`src/design/vcflf_pkg.sv`:
```
// Shared constants, types and helper functions of the VCF common-variant line filter.
`default_nettype none
package vcflf_pkg;

	localparam int COUNT_BITS  = 24;
	localparam int BP_BITS     = 13;
	localparam int SCALE_BITS  = 14;
	localparam int PROD_BITS   = COUNT_BITS + SCALE_BITS;
	localparam int BP_SCALE    = 10000;
	localparam int BP_RESET    = 100;

	// The line record queue depth must be a power of two.
	localparam int QUEUE_DEPTH = 4;
	localparam int QPTR_BITS   = $clog2(QUEUE_DEPTH);

	localparam logic [7:0] CH_LF   = 8'h0A;
	localparam logic [7:0] CH_TAB  = 8'h09;
	localparam logic [7:0] CH_HASH = 8'h23;
	localparam logic [7:0] CH_SEMI = 8'h3B;
	localparam logic [7:0] CH_EQ   = 8'h3D;
	localparam logic [7:0] CH_A    = 8'h41;
	localparam logic [7:0] CH_C    = 8'h43;
	localparam logic [7:0] CH_N    = 8'h4E;
	localparam logic [7:0] CH_0    = 8'h30;
	localparam logic [7:0] CH_9    = 8'h39;

	localparam logic [2:0] INFO_TABS     = 3'd7;
	localparam logic [2:0] PRE_INFO_TABS = 3'd6;

	localparam logic [2:0] KM_IDLE = 3'd0;
	localparam logic [2:0] KM_SEMI = 3'd1;
	localparam logic [2:0] KM_A    = 3'd2;
	localparam logic [2:0] KM_AC   = 3'd3;
	localparam logic [2:0] KM_AN   = 3'd4;

	localparam logic [1:0] NT_NONE = 2'd0;
	localparam logic [1:0] NT_AC   = 2'd1;
	localparam logic [1:0] NT_AN   = 2'd2;

	localparam logic [2:0] ERR_NONE       = 3'd0;
	localparam logic [2:0] ERR_NO_INFO    = 3'd1;
	localparam logic [2:0] ERR_AC_MISSING = 3'd2;
	localparam logic [2:0] ERR_AN_MISSING = 3'd3;
	localparam logic [2:0] ERR_OVERFLOW   = 3'd4;

	typedef logic [COUNT_BITS-1:0] count_t;

	typedef struct packed {
		logic       is_header;
		logic [2:0] err;
		count_t     ac;
		count_t     an;
	} line_rec_t;

	typedef struct packed {
		count_t value;
		logic   ovf;
	} acc_t;

	function automatic acc_t acc_digit(count_t v, logic [3:0] d);
		logic [COUNT_BITS+3:0] n;
		acc_t r;
		n = {1'b0, v, 3'b000} + {3'b000, v, 1'b0} + {{COUNT_BITS{1'b0}}, d};
		r.ovf = |n[COUNT_BITS+3:COUNT_BITS];
		r.value = r.ovf ? {COUNT_BITS{1'b1}} : n[COUNT_BITS-1:0];
		return r;
	endfunction

endpackage
`default_nettype wire

```
`src/design/vcflf_front.sv`:
```
// Byte parser that tracks fields and keys of a line and classifies it at the newline.
`default_nettype none
module vcflf_front (
	input  logic                  clk,
	input  logic                  arst_n,
	input  logic [7:0]            data_byte,
	input  logic                  accept,
	output logic                  push,
	output vcflf_pkg::line_rec_t  push_rec
);
	import vcflf_pkg::*;

	logic       line_start_q, line_start_d;
	logic       header_q, header_d;
	logic       info_done_q, info_done_d;
	logic       ac_seen_q, ac_seen_d;
	logic       an_seen_q, an_seen_d;
	logic [2:0] tab_q, tab_d;
	logic [2:0] kmp_q, kmp_d;
	logic [1:0] nt_q, nt_d;
	count_t     ac_q, ac_d;
	count_t     an_q, an_d;
	logic       ac_found_q, ac_found_d;
	logic       an_found_q, an_found_d;
	logic       ovf_q, ovf_d;

	logic       is_lf;
	logic       is_digit;
	acc_t       acc;

	assign is_lf    = (data_byte == CH_LF);
	assign is_digit = (data_byte >= CH_0) && (data_byte <= CH_9);
	assign acc      = acc_digit((nt_q == NT_AN) ? an_q : ac_q, data_byte[3:0]);

	always_comb begin
		line_start_d = line_start_q;
		header_d     = header_q;
		info_done_d  = info_done_q;
		ac_seen_d    = ac_seen_q;
		an_seen_d    = an_seen_q;
		tab_d        = tab_q;
		kmp_d        = kmp_q;
		nt_d         = nt_q;
		ac_d         = ac_q;
		an_d         = an_q;
		ac_found_d   = ac_found_q;
		an_found_d   = an_found_q;
		ovf_d        = ovf_q;
		if (accept) begin
			if (is_lf) begin
				line_start_d = 1'b1;
				header_d     = 1'b0;
				info_done_d  = 1'b0;
				ac_seen_d    = 1'b0;
				an_seen_d    = 1'b0;
				tab_d        = '0;
				kmp_d        = KM_IDLE;
				nt_d         = NT_NONE;
				ac_d         = '0;
				an_d         = '0;
				ac_found_d   = 1'b0;
				an_found_d   = 1'b0;
				ovf_d        = 1'b0;
			end else begin
				line_start_d = 1'b0;
				if (line_start_q && (data_byte == CH_HASH)) begin
					header_d = 1'b1;
				end else if (!header_q && !info_done_q) begin
					if (data_byte == CH_TAB) begin
						if (tab_q != INFO_TABS) begin
							tab_d = tab_q + 3'd1;
							if (tab_q == PRE_INFO_TABS) begin
								kmp_d = KM_SEMI;
							end
						end else begin
							info_done_d = 1'b1;
							nt_d        = NT_NONE;
							kmp_d       = KM_IDLE;
						end
					end else if (tab_q == INFO_TABS) begin
						if ((nt_q != NT_NONE) && is_digit) begin
							if (nt_q == NT_AC) begin
								ac_d       = acc.value;
								ac_found_d = 1'b1;
							end else begin
								an_d       = acc.value;
								an_found_d = 1'b1;
							end
							if (acc.ovf) begin
								ovf_d = 1'b1;
							end
						end else begin
							nt_d = NT_NONE;
							if (data_byte == CH_SEMI) begin
								kmp_d = KM_SEMI;
							end else begin
								unique case (kmp_q)
									KM_SEMI: begin
										kmp_d = (data_byte == CH_A) ? KM_A : KM_IDLE;
									end
									KM_A: begin
										if (data_byte == CH_C) begin
											kmp_d = KM_AC;
										end else if (data_byte == CH_N) begin
											kmp_d = KM_AN;
										end else begin
											kmp_d = KM_IDLE;
										end
									end
									KM_AC: begin
										if ((data_byte == CH_EQ) && !ac_seen_q) begin
											ac_seen_d = 1'b1;
											nt_d      = NT_AC;
										end
										kmp_d = KM_IDLE;
									end
									KM_AN: begin
										if ((data_byte == CH_EQ) && !an_seen_q) begin
											an_seen_d = 1'b1;
											nt_d      = NT_AN;
										end
										kmp_d = KM_IDLE;
									end
									default: begin
										kmp_d = KM_IDLE;
									end
								endcase
							end
						end
					end
				end
			end
		end
	end

	always_ff @(posedge clk or negedge arst_n) begin
		if (!arst_n) begin
			line_start_q <= 1'b1;
			header_q     <= 1'b0;
			info_done_q  <= 1'b0;
			ac_seen_q    <= 1'b0;
			an_seen_q    <= 1'b0;
			tab_q        <= '0;
			kmp_q        <= KM_IDLE;
			nt_q         <= NT_NONE;
			ac_q         <= '0;
			an_q         <= '0;
			ac_found_q   <= 1'b0;
			an_found_q   <= 1'b0;
			ovf_q        <= 1'b0;
		end else begin
			line_start_q <= line_start_d;
			header_q     <= header_d;
			info_done_q  <= info_done_d;
			ac_seen_q    <= ac_seen_d;
			an_seen_q    <= an_seen_d;
			tab_q        <= tab_d;
			kmp_q        <= kmp_d;
			nt_q         <= nt_d;
			ac_q         <= ac_d;
			an_q         <= an_d;
			ac_found_q   <= ac_found_d;
			an_found_q   <= an_found_d;
			ovf_q        <= ovf_d;
		end
	end

	assign push = accept && is_lf;

	always_comb begin
		push_rec.is_header = header_q;
		push_rec.ac        = ac_q;
		push_rec.an        = an_q;
		if (header_q) begin
			push_rec.err = ERR_NONE;
		end else if (tab_q != INFO_TABS) begin
			push_rec.err = ERR_NO_INFO;
		end else if (!ac_found_q) begin
			push_rec.err = ERR_AC_MISSING;
		end else if (!an_found_q) begin
			push_rec.err = ERR_AN_MISSING;
		end else if (ovf_q) begin
			push_rec.err = ERR_OVERFLOW;
		end else begin
			push_rec.err = ERR_NONE;
		end
	end

endmodule
`default_nettype wire

```
`src/design/vcflf_queue.sv`:
```
// Short queue of classified line records between the parser and the verdict unit.
`default_nettype none
module vcflf_queue (
	input  logic                  clk,
	input  logic                  arst_n,
	input  logic                  push,
	input  vcflf_pkg::line_rec_t  push_rec,
	input  logic                  pop,
	output vcflf_pkg::line_rec_t  head_rec,
	output logic                  not_empty,
	output logic                  full
);
	import vcflf_pkg::*;

	line_rec_t              entry_q [QUEUE_DEPTH];
	logic [QPTR_BITS-1:0]   wr_ptr_q;
	logic [QPTR_BITS-1:0]   rd_ptr_q;
	logic [QPTR_BITS:0]     count_q;

	assign full      = (count_q == (QPTR_BITS+1)'(QUEUE_DEPTH));
	assign not_empty = (count_q != '0);
	assign head_rec  = entry_q[rd_ptr_q];

	always_ff @(posedge clk) begin
		if (push) begin
			entry_q[wr_ptr_q] <= push_rec;
		end
	end

	always_ff @(posedge clk or negedge arst_n) begin
		if (!arst_n) begin
			wr_ptr_q <= '0;
			rd_ptr_q <= '0;
			count_q  <= '0;
		end else begin
			if (push) begin
				wr_ptr_q <= wr_ptr_q + 1'b1;
			end
			if (pop) begin
				rd_ptr_q <= rd_ptr_q + 1'b1;
			end
			if (push && !pop) begin
				count_q <= count_q + 1'b1;
			end else if (pop && !push) begin
				count_q <= count_q - 1'b1;
			end
		end
	end

endmodule
`default_nettype wire

```
`src/design/vcflf_back.sv`:
```
// Verdict unit: threshold products in one stage, window compare into the output register.
`default_nettype none
module vcflf_back (
	input  logic                          clk,
	input  logic                          arst_n,
	input  logic                          rec_valid,
	input  vcflf_pkg::line_rec_t          rec,
	output logic                          pop,
	input  logic                          cfg_we,
	input  logic [vcflf_pkg::BP_BITS-1:0] cfg_data,
	output logic                          out_valid,
	input  logic                          out_ready,
	output logic                          is_header,
	output logic                          keep,
	output vcflf_pkg::count_t             allele_count,
	output vcflf_pkg::count_t             allele_number,
	output logic [2:0]                    error_code
);
	import vcflf_pkg::*;

	logic [BP_BITS-1:0]    t_q;
	logic [SCALE_BITS-1:0] hi_q;

	logic                  valid_s1;
	line_rec_t             rec_s1;
	logic [PROD_BITS-1:0]  low_s1;
	logic [PROD_BITS-1:0]  mid_s1;
	logic [PROD_BITS-1:0]  high_s1;

	logic                  valid_s2;
	logic                  load_s1;
	logic                  load_s2;

	assign load_s2 = !valid_s2 || out_ready;
	assign load_s1 = !valid_s1 || load_s2;
	assign pop     = rec_valid && load_s1;

	always_ff @(posedge clk or negedge arst_n) begin
		if (!arst_n) begin
			t_q      <= BP_BITS'(BP_RESET);
			hi_q     <= SCALE_BITS'(BP_SCALE - BP_RESET);
			valid_s1 <= 1'b0;
			valid_s2 <= 1'b0;
		end else begin
			if (cfg_we) begin
				t_q  <= cfg_data;
				hi_q <= SCALE_BITS'(BP_SCALE) - SCALE_BITS'(cfg_data);
			end
			if (load_s1) begin
				valid_s1 <= rec_valid;
			end
			if (load_s2) begin
				valid_s2 <= valid_s1;
			end
		end
	end

	always_ff @(posedge clk) begin
		if (load_s1) begin
			rec_s1  <= rec;
			low_s1  <= PROD_BITS'(rec.an) * PROD_BITS'(t_q);
			mid_s1  <= PROD_BITS'(rec.ac) * PROD_BITS'(BP_SCALE);
			high_s1 <= PROD_BITS'(rec.an) * PROD_BITS'(hi_q);
		end
		if (load_s2) begin
			is_header     <= rec_s1.is_header;
			keep          <= rec_s1.is_header || ((rec_s1.err == ERR_NONE) &&
			                 (low_s1 <= mid_s1) && (mid_s1 <= high_s1));
			allele_count  <= rec_s1.ac;
			allele_number <= rec_s1.an;
			error_code    <= rec_s1.err;
		end
	end

	assign out_valid = valid_s2;

endmodule
`default_nettype wire

```
`src/design/vcf_common_variant_line_filter_core.sv`:
```
// Top level of the VCF common-variant line filter: parser, line queue and verdict unit.
//
//  Channel   Direction  Handshake              Payload
//  in        sink       in_valid / in_ready    data_byte
//  out       source     out_valid / out_ready  is_header, keep, allele_count,
//                                              allele_number, error_code
//  cfg       sink       cfg_valid / cfg_ready  min_maf_bp
//
// One byte is taken every cycle while the line queue is not full; the parser updates
// its line state in that cycle. Verdicts go through a product and an output register.
// Bytes stall only while the four-entry line queue is full of undelivered verdicts.
// Reset clears the line state and loads the default threshold; no clearing pass.
// The configuration port is always ready.
`default_nettype none
module vcf_common_variant_line_filter_core (
	input  logic                          clk,
	input  logic                          arst_n,
	input  logic                          in_valid,
	output logic                          in_ready,
	input  logic [7:0]                    data_byte,
	output logic                          out_valid,
	input  logic                          out_ready,
	output logic                          is_header,
	output logic                          keep,
	output vcflf_pkg::count_t             allele_count,
	output vcflf_pkg::count_t             allele_number,
	output logic [2:0]                    error_code,
	input  logic                          cfg_valid,
	output logic                          cfg_ready,
	input  logic [vcflf_pkg::BP_BITS-1:0] min_maf_bp
);
	import vcflf_pkg::*;

	logic      accept;
	logic      push;
	line_rec_t push_rec;
	logic      pop;
	line_rec_t head_rec;
	logic      not_empty;
	logic      full;

	assign in_ready  = !full;
	assign accept    = in_valid && in_ready;
	assign cfg_ready = 1'b1;

	vcflf_front u_front (
		.clk      (clk),
		.arst_n   (arst_n),
		.data_byte(data_byte),
		.accept   (accept),
		.push     (push),
		.push_rec (push_rec)
	);

	vcflf_queue u_queue (
		.clk      (clk),
		.arst_n   (arst_n),
		.push     (push),
		.push_rec (push_rec),
		.pop      (pop),
		.head_rec (head_rec),
		.not_empty(not_empty),
		.full     (full)
	);

	vcflf_back u_back (
		.clk          (clk),
		.arst_n       (arst_n),
		.rec_valid    (not_empty),
		.rec          (head_rec),
		.pop          (pop),
		.cfg_we       (cfg_valid && cfg_ready),
		.cfg_data     (min_maf_bp),
		.out_valid    (out_valid),
		.out_ready    (out_ready),
		.is_header    (is_header),
		.keep         (keep),
		.allele_count (allele_count),
		.allele_number(allele_number),
		.error_code   (error_code)
	);

	a_header_clean: assert property (@(posedge clk) disable iff (!arst_n)
		out_valid && is_header |-> keep && (error_code == ERR_NONE) &&
		(allele_count == '0) && (allele_number == '0))
		else $error("header verdict carries counts or an error");

	a_keep_no_error: assert property (@(posedge clk) disable iff (!arst_n)
		out_valid && keep && !is_header |-> (error_code == ERR_NONE))
		else $error("variant kept despite an error");

	a_overflow_saturates: assert property (@(posedge clk) disable iff (!arst_n)
		out_valid && (error_code == ERR_OVERFLOW) |->
		(allele_count == '1) || (allele_number == '1))
		else $error("overflow reported without a saturated count");

	a_out_hold: assert property (@(posedge clk) disable iff (!arst_n)
		out_valid && !out_ready |=> out_valid && $stable(is_header) && $stable(keep) &&
		$stable(allele_count) && $stable(allele_number) && $stable(error_code))
		else $error("waiting output transfer changed");

endmodule
`default_nettype wire
```
`config.mk`:
```
export PLATFORM = sky130hd
export DESIGN_NAME = vcf_common_variant_line_filter_core
export DESIGN_NICKNAME = d
export VERILOG_FILES = /design/src/design/vcflf_pkg.sv /design/src/design/vcflf_front.sv /design/src/design/vcflf_queue.sv /design/src/design/vcflf_back.sv /design/src/design/vcf_common_variant_line_filter_core.sv
export SDC_FILE = /design/constraint.sdc
export NUM_CORES = 2
export LEC_CHECK = 0
export ABC_AREA = 1
export BUFFER_PORTS_ARGS = -buffer_cell sky130_fd_sc_hd__buf_2
export CAP_MARGIN = 20
export CORE_AREA = 8 8 324 263
export CTS_CLUSTER_DIAMETER = 120
export CTS_CLUSTER_SIZE = 30
export DETAILED_ROUTE_END_ITERATION = 16
export DIE_AREA = 0 0 332 271
export PLACE_DENSITY = 0.74
export SYNTH_ARGS = -nofsm -noshare
export SYNTH_HDL_FRONTEND = slang
export SYNTH_SLANG_ARGS = --single-unit
```
`constraint.sdc`:
```
create_clock -name clk -period 20.8 [get_ports clk]
set_clock_uncertainty 0.05 [all_clocks]
set_input_delay 4.16 -clock clk [delete_from_list [all_inputs] [get_ports clk]]
set_output_delay 4.16 -clock clk [all_outputs]
set_load 0.05 [all_outputs]
```
# Yosys cells after proc, flatten, opt, wreduce, memory -nomap -nowiden
# Memory sizes are Yosys's and may differ from the RTL's.
# Index checks and enable logic that the tools add are counted.
# op_classes
addsub	8
n_reduce_logical	53
muxes	101
n_eq_ne	27
mul	3
n_lt_le_gt_ge	4
# ops
cell	count
$mux W24	16
$mux W3	23
$mux W1	50
$le A37 B38 Y1	1
$le A38 B38 Y1	1
$mul A24 B14 Y38	1
$mul A24 B13 Y37	1
$mul A24 B10 Y34 const B	1
$add A27 B25 Y28	1
$add A28 B4 Y28	1
$reduce_bool A2 Y1	14
$eq A8 B6 Y1 const B	3
$eq A8 B7 Y1 const B	3
$reduce_and A7 Y1	3
$mux W2	10
$reduce_and A9 Y1	2
$eq A8 B4 Y1 const B	2
$sub A14 B13 Y14 const A	1
$logic_and A1 B1 Y1	13
$eq A3 B3 Y1 const B	4
$ne A2 B1 Y1 const B	6
$reduce_and A6 Y1	2
$reduce_and A5 Y1	2
$logic_not A1 Y1	9
20 further kinds	26
# totals
regBits	314
mem_bits_rw	208
n_memories	1
wordCells	229
output_inout_bits	56
# memory_table
memory	depth	word_bits	rd	rd_ports_with_merged_regs	write_ports	line	rtl
u_queue.entry_q	4	52	1	0	1	vcflf_queue.sv:15	line_rec_t entry_q [QUEUE_DEPTH];

# Logic depth before layout (Yosys ltp)
# logic_depth
ltp_word	13
mapped_depth	32
ltp_nobuf	29

# By module
# Synthesis repeated with hierarchy kept, for this count alone.
# unflattened
cells_unflattened	5625
hier_area_um2	49093.3
# by_module_without_submodules
mod	cells_each	instances	area_per_inst_um2
vcflf_back	4163	1	35087.4
vcflf_queue	655	1	8612.0
vcflf_front	802	1	5368.9
vcf_common_variant_line_filter_core	5	1	25.0

# Worst setup path before layout
# Ideal clock, no wire load.
# synth_path
path_kind	input port to flip-flop
start	input out_ready
end	register u_queue.count_q[2]
setup_ps	124
required_time_ps	20626
arrival_ps	10227
slack_ps	10399
path_buffers	0
stages	9
cell_sequence	inv_1 -> nand3_1 -> o31ai_1 -> ha_1 -> inv_1 -> fa_1 -> a21oi_1 -> o21ai_0 -> xnor2_1
# synth_between
elab_chain_cells	6
word_cells_on_any_way	8
cone_classes	mux: 1; reduce/logical: 7
# synth_lines
item	line	rtl
start: declaration	vcf_common_variant_line_filter_core.sv:22	input logic out_ready,
$logic_or A1 B1 Y1 *	vcflf_back.sv:34	assign load_s2 = !valid_s2 || out_ready;
$logic_or A1 B1 Y1 *	vcflf_back.sv:35	assign load_s1 = !valid_s1 || load_s2;
$logic_and A1 B1 Y1 *	vcflf_back.sv:36	assign pop = rec_valid && load_s1;
$logic_not A1 Y1	vcflf_queue.sv:42	if (push && !pop) begin
$logic_and A1 B1 Y1	vcflf_queue.sv:42	
$mux W3 / $reduce_bool A2 Y1 (equally long branches)	--	
end signal: assignment	vcflf_queue.sv:43	count_q <= count_q + 1'b1;
end signal: assignment	vcflf_queue.sv:45	count_q <= count_q - 1'b1;
end: declaration	vcflf_queue.sv:18	logic [QPTR_BITS:0] count_q;
# Every way passes the cells marked *; elsewhere a longest branch is shown, timed or not.
# A chain may end at the register's enable or synchronous reset.

# Worst setup path after layout
# layout_path
start	register u_queue.rd_ptr_q[1]
end	register u_back.high_s1[36] (data pin)
# layout_between
elab_chain_cells	2
# layout_lines
item	line	rtl
start: declaration	vcflf_queue.sv:17	logic [QPTR_BITS-1:0] rd_ptr_q;
start signal: assignment	vcflf_queue.sv:40	rd_ptr_q <= rd_ptr_q + 1'b1;
$mem_v2 Z4 W52	--	
$mul A24 B14 Y38	vcflf_back.sv:63	high_s1 <= PROD_BITS'(rec.an) * PROD_BITS'(hi_q);
end signal: assignment	vcflf_back.sv:63	
end: declaration	vcflf_back.sv:28	logic [PROD_BITS-1:0] high_s1;
# Every way passes these cells.

==> results.md <==
CTS:
- After clock tree synthesis, the clock-pin slew on the worst setup and hold paths is 0.11 ns.
- TritonCTS built the clock tree.
- Buffers added to address setup during post-CTS repair amount to 0.
- The root buffer selected by CTS is clkbuf_16.
- The number of cells upsized or downsized after cts is 0.
- Buffers inserted during clock tree synthesis total 23.
- The insertion delay of the later-clocked pin in the worst-skew pair is 0.60 ns.
- The clock net in this run drives a total of 516 sinks.
- The maximum buffer depth of the clock tree is 3.
- The number of buffers inserted by hold repair at cts is 0.
- The number of levels in the clock H-tree is 1.

Yosys:
- The library cell with the largest summed area after synthesis is edfxtp_1.
- Summing the sequential cell areas from Yosys gives a little under a third of the chip area.
- Summed over its instances, the top area cell type makes up a little over a quarter of the synthesized netlist area.
- After synthesis, the share of flip-flops with an asynchronous set or reset is approximately a fifth.
- After synthesis, the mean cell area works out to 9.11 um^2.
- By count the netlist is led by nand2_1, inv_1, fa_1, nor2_1, edfxtp_1.
- The most used flip-flop cell after synthesis is edfxtp_1.
- Counting flops with a built-in enable in the synthesized netlist gives 417.
- In this run, synthesis produced a sequential element count of ~520.
- The synthesized instance count is 5200.
- The number of distinct library cells after synthesis is slightly below 60.
- When the netlist entered floorplanning its net count stood at 6191.
- The total number of yosys warnings is 0.
- Yosys attributes the largest share of cell area to edfxtp_1, fa_1, ha_1.
- Among all cell types in the netlist, the one instantiated most often is nand2_1.
- The post-synthesis instance area is 0.0474 mm^2.

Setup path:
- By startpoint and endpoint, the worst setup path is classified as reg -> reg.
- Along the worst path, the maximum fanout reaches 73.
- Data on the critical path arrives at its endpoint at 8.85 ns.
- STA classifies the critical path startpoint as a register.
- At the worst endpoint, the required time is 21.18 ns.
- The kind of end point of the critical path is a register.

Drt:
- The routed via count is 35601.
- The remaining antenna violation count after routing is 0.
- For this block, the routed nets add up to approximately 130000 um of wire.
- The violation count after the first detailed-routing iteration is 3758.
- The first TritonRoute pass finished after 6 iterations.
- The average vias per placed instance is 5.71.
- For this run, design rule violations remaining after detail routing come to 0.
- After detailed routing, the average wire length per cell comes to 21.5 um.

Run status:
- The run finished with clean final reports.

Cells and area:
- The final layout contains approximately 6000 nets.
- The share of layout cells above drive strength 1 is under 10%.
- The area growth from synthesis to layout is 4.37%.
- The layout has a little under 7000 filler cells.

Floorplanning:
- The initial utilization of the core area, before any placement, comes to between 50% and 60%.
- The total I/O pin count is 82.
- Measured along the x axis, the die boundary spans 332 um.
- The die boundary height is 271 um.
- Row generation in the floorplan step produced 93 rows.
- The die area is roughly 0.09 mm^2.
- The core region is 0.0798 mm^2.

STA:
- The number of setup violations in the final report is 0.
- Setup repair after global routing left no endpoint under its margin.
- The total count of max-transition violations in the final report is 0.
- Measured against its own limit, the worst slew margin works out to between 20% and 30%.
- The setup TNS is 0 ns.
- The routed design could run at a clock period as short as 8.47 ns.
- The total count of hold-check failures in the final report is 0.
- Of the available clock period, the critical path in the final layout requires 40.7%.
- The highest achievable clock rate is between 0.1 and 0.15 GHz.
- The slew at the pin closest to its max-slew limit is about 1.1 ns.

Global route:
- Across every metal layer, demand over resource in global routing totals between 20% and 30%.
- The number of antenna violations at the first check in global routing is 2.
- The number of global-route vias before repair came to approximately 35000.
- The global-route wire length before repair is 206000 um.
- The pin count of the biggest net entering global routing is 105.
- The aggregate global routing overflow is 0.

Job:
- The number of max-capacitance violations reported is 0.

Placed design:
- The number of I/O port buffers is 80.
- The detailed-placement wirelength estimate is about 110000 um.
- At the end of routability-driven placement, the weighted congestion stood at 1.03.

Hold path:
- The kind of path behind the tightest hold check is reg -> reg.
[layout make-up]
| class | instances | area, um^2 | share of cell area [%] |
|---|---|---|---|
| multi-input combinational | 3470 | 27800 | 56.2 |
| clock buffer | 29 | 598 | 1.21 |
| inverter | 1060 | 3980 | 8.05 |
| clock inverter | 7 | 110 | 0.223 |
| timing repair buffer | 110 | 637 | 1.29 |
| sequential | 516 | 15000 | 30.4 |
| tap | 1045 | 1310 | 2.64 |
| antenna | 1 | 2.50 | 0.00506 |
[cells in the final DEF (no fill, tap or decap), drive strengths merged, types with 2 or more instances in the layout]
cell type  instances
a221oi             2
mux2              22
a21boi             8
xnor2             32
clkbuf            29
buf              110
nor2             488
ha               400
dfstp             11
a21o              13
a31oi             11
nor4               9
clkinv            20
fa               565
edfxtp           417
and2               2
inv             1046
a32oi             21
a21oi            180
nand2           1164
xor2              66
o21ai            128
o21bai            17
a211oi             3
nand3b             3
nand3            219
nor3              29
dfrtp             88
nor3b              4
o22ai             10
o21a               8
nand4             40
o221ai             3
or2                3
o2111ai            3
o211ai            10
[cell families after synthesis]
| logic type | after synthesis | synth area share (%) |
|---|---|---|
| AOI/OAI and AO/OA | 422 | 5.12 |
| xor gates and xnor gates | 98 | 1.81 |
| adders and majority gates | 965 | 34.4 |
| buffers and inverters | 1214 | 9.73 |
| DFF | 516 | 31.7 |
| muxes | 22 | 0.523 |
| other | 1 | 0.00791 |
| and+or+nand+nor | 1962 | 16.7 |
[worst paths after layout]
path	from	to	slack [ns]	cells past startpoint
setup / recovery	u_queue.rd_ptr_q[1]	u_back.high_s1[36]	12.33	26
hold / removal	u_back.rec_s1[46]	u_back.allele_count[22]	0.38	0
setup reg to reg	u_queue.rd_ptr_q[1]	u_back.high_s1[36]	12.33	26
hold reg to reg	u_back.rec_s1[46]	u_back.allele_count[22]	0.38	0
max in group asynchronous	arst_n	u_queue.rd_ptr_q[0]	15.83	2
min in group asynchronous	arst_n	u_queue.wr_ptr_q[0]	3.52	1
[flip-flops by register name, summed over array words and instances (netlist names), 2 cells and up]
signal	count
u_front.ac_q	24
u_queue.wr_ptr_q	2
u_back.t_q	12
u_back.rec_s1	52
u_front.tab_q	3
u_back.hi_q	14
u_back.allele_count	24
u_queue.entry_q	208
u_back.mid_s1	30
u_queue.rd_ptr_q	2
u_back.low_s1	36
u_back.high_s1	38
u_queue.count_q	3
u_front.an_q	24
u_front.nt_q	2
u_back.allele_number	24
u_back.error_code	3
u_front.kmp_q	3
[metrics by stage]
step / worst slack (ns) / utilization [%] / hold slack (ns) / cell area (um^2) / std cells
floorplan: 10.40 / - / 0.350 / 47400 / 5200
global placement: 12.54 / 61.0 / 0.352 / 48700 / 6198
detailed placement: 12.58 / 61.1 / 0.355 / 48700 / 6199
CTS: 12.55 / 61.9 / 0.381 / 49400 / 6235
global route: 12.00 / 62.0 / 0.386 / 49500 / 6237
finish: 12.33 / 62.0 / 0.382 / 49500 / 6238
[metal layers]
layer	part of all wire (%)	vias up	track usage (%)	wire, um
met3	13	187	9.42	17000
li1	-	16154	-	-
met2	41	1820	42.6	55400
met4	2.1	2	5.54	2860
met1	44	17438	43.6	58700
met5	0.0097	-	0	13
[critical path, cell delays in order, from the launching register on]
cell	delay, ns
dfrtp_1	0.38
buf_4	0.26
inv_2	0.08
buf_4	0.65
nand3_1	0.15
nand2_1	0.42
clkinv_1	0.89
nand2_1	0.29
fa_1	0.44
inv_1	0.08
fa_1	0.43
fa_1	0.51
inv_1	0.05
fa_1	0.52
inv_1	0.05
fa_1	0.49
inv_1	0.06
fa_1	0.52
inv_1	0.05
ha_1	0.48
nand2_1	0.17
o21ai_0	0.60
nand2_1	0.10
nand2_1	0.17
a21oi_1	0.10
nand3_1	0.12
xor2_1	0.18
Power is left out: the tool's default activity adds up to more than one toggle a clock period on the data nets, which glitch-free logic cannot reach.
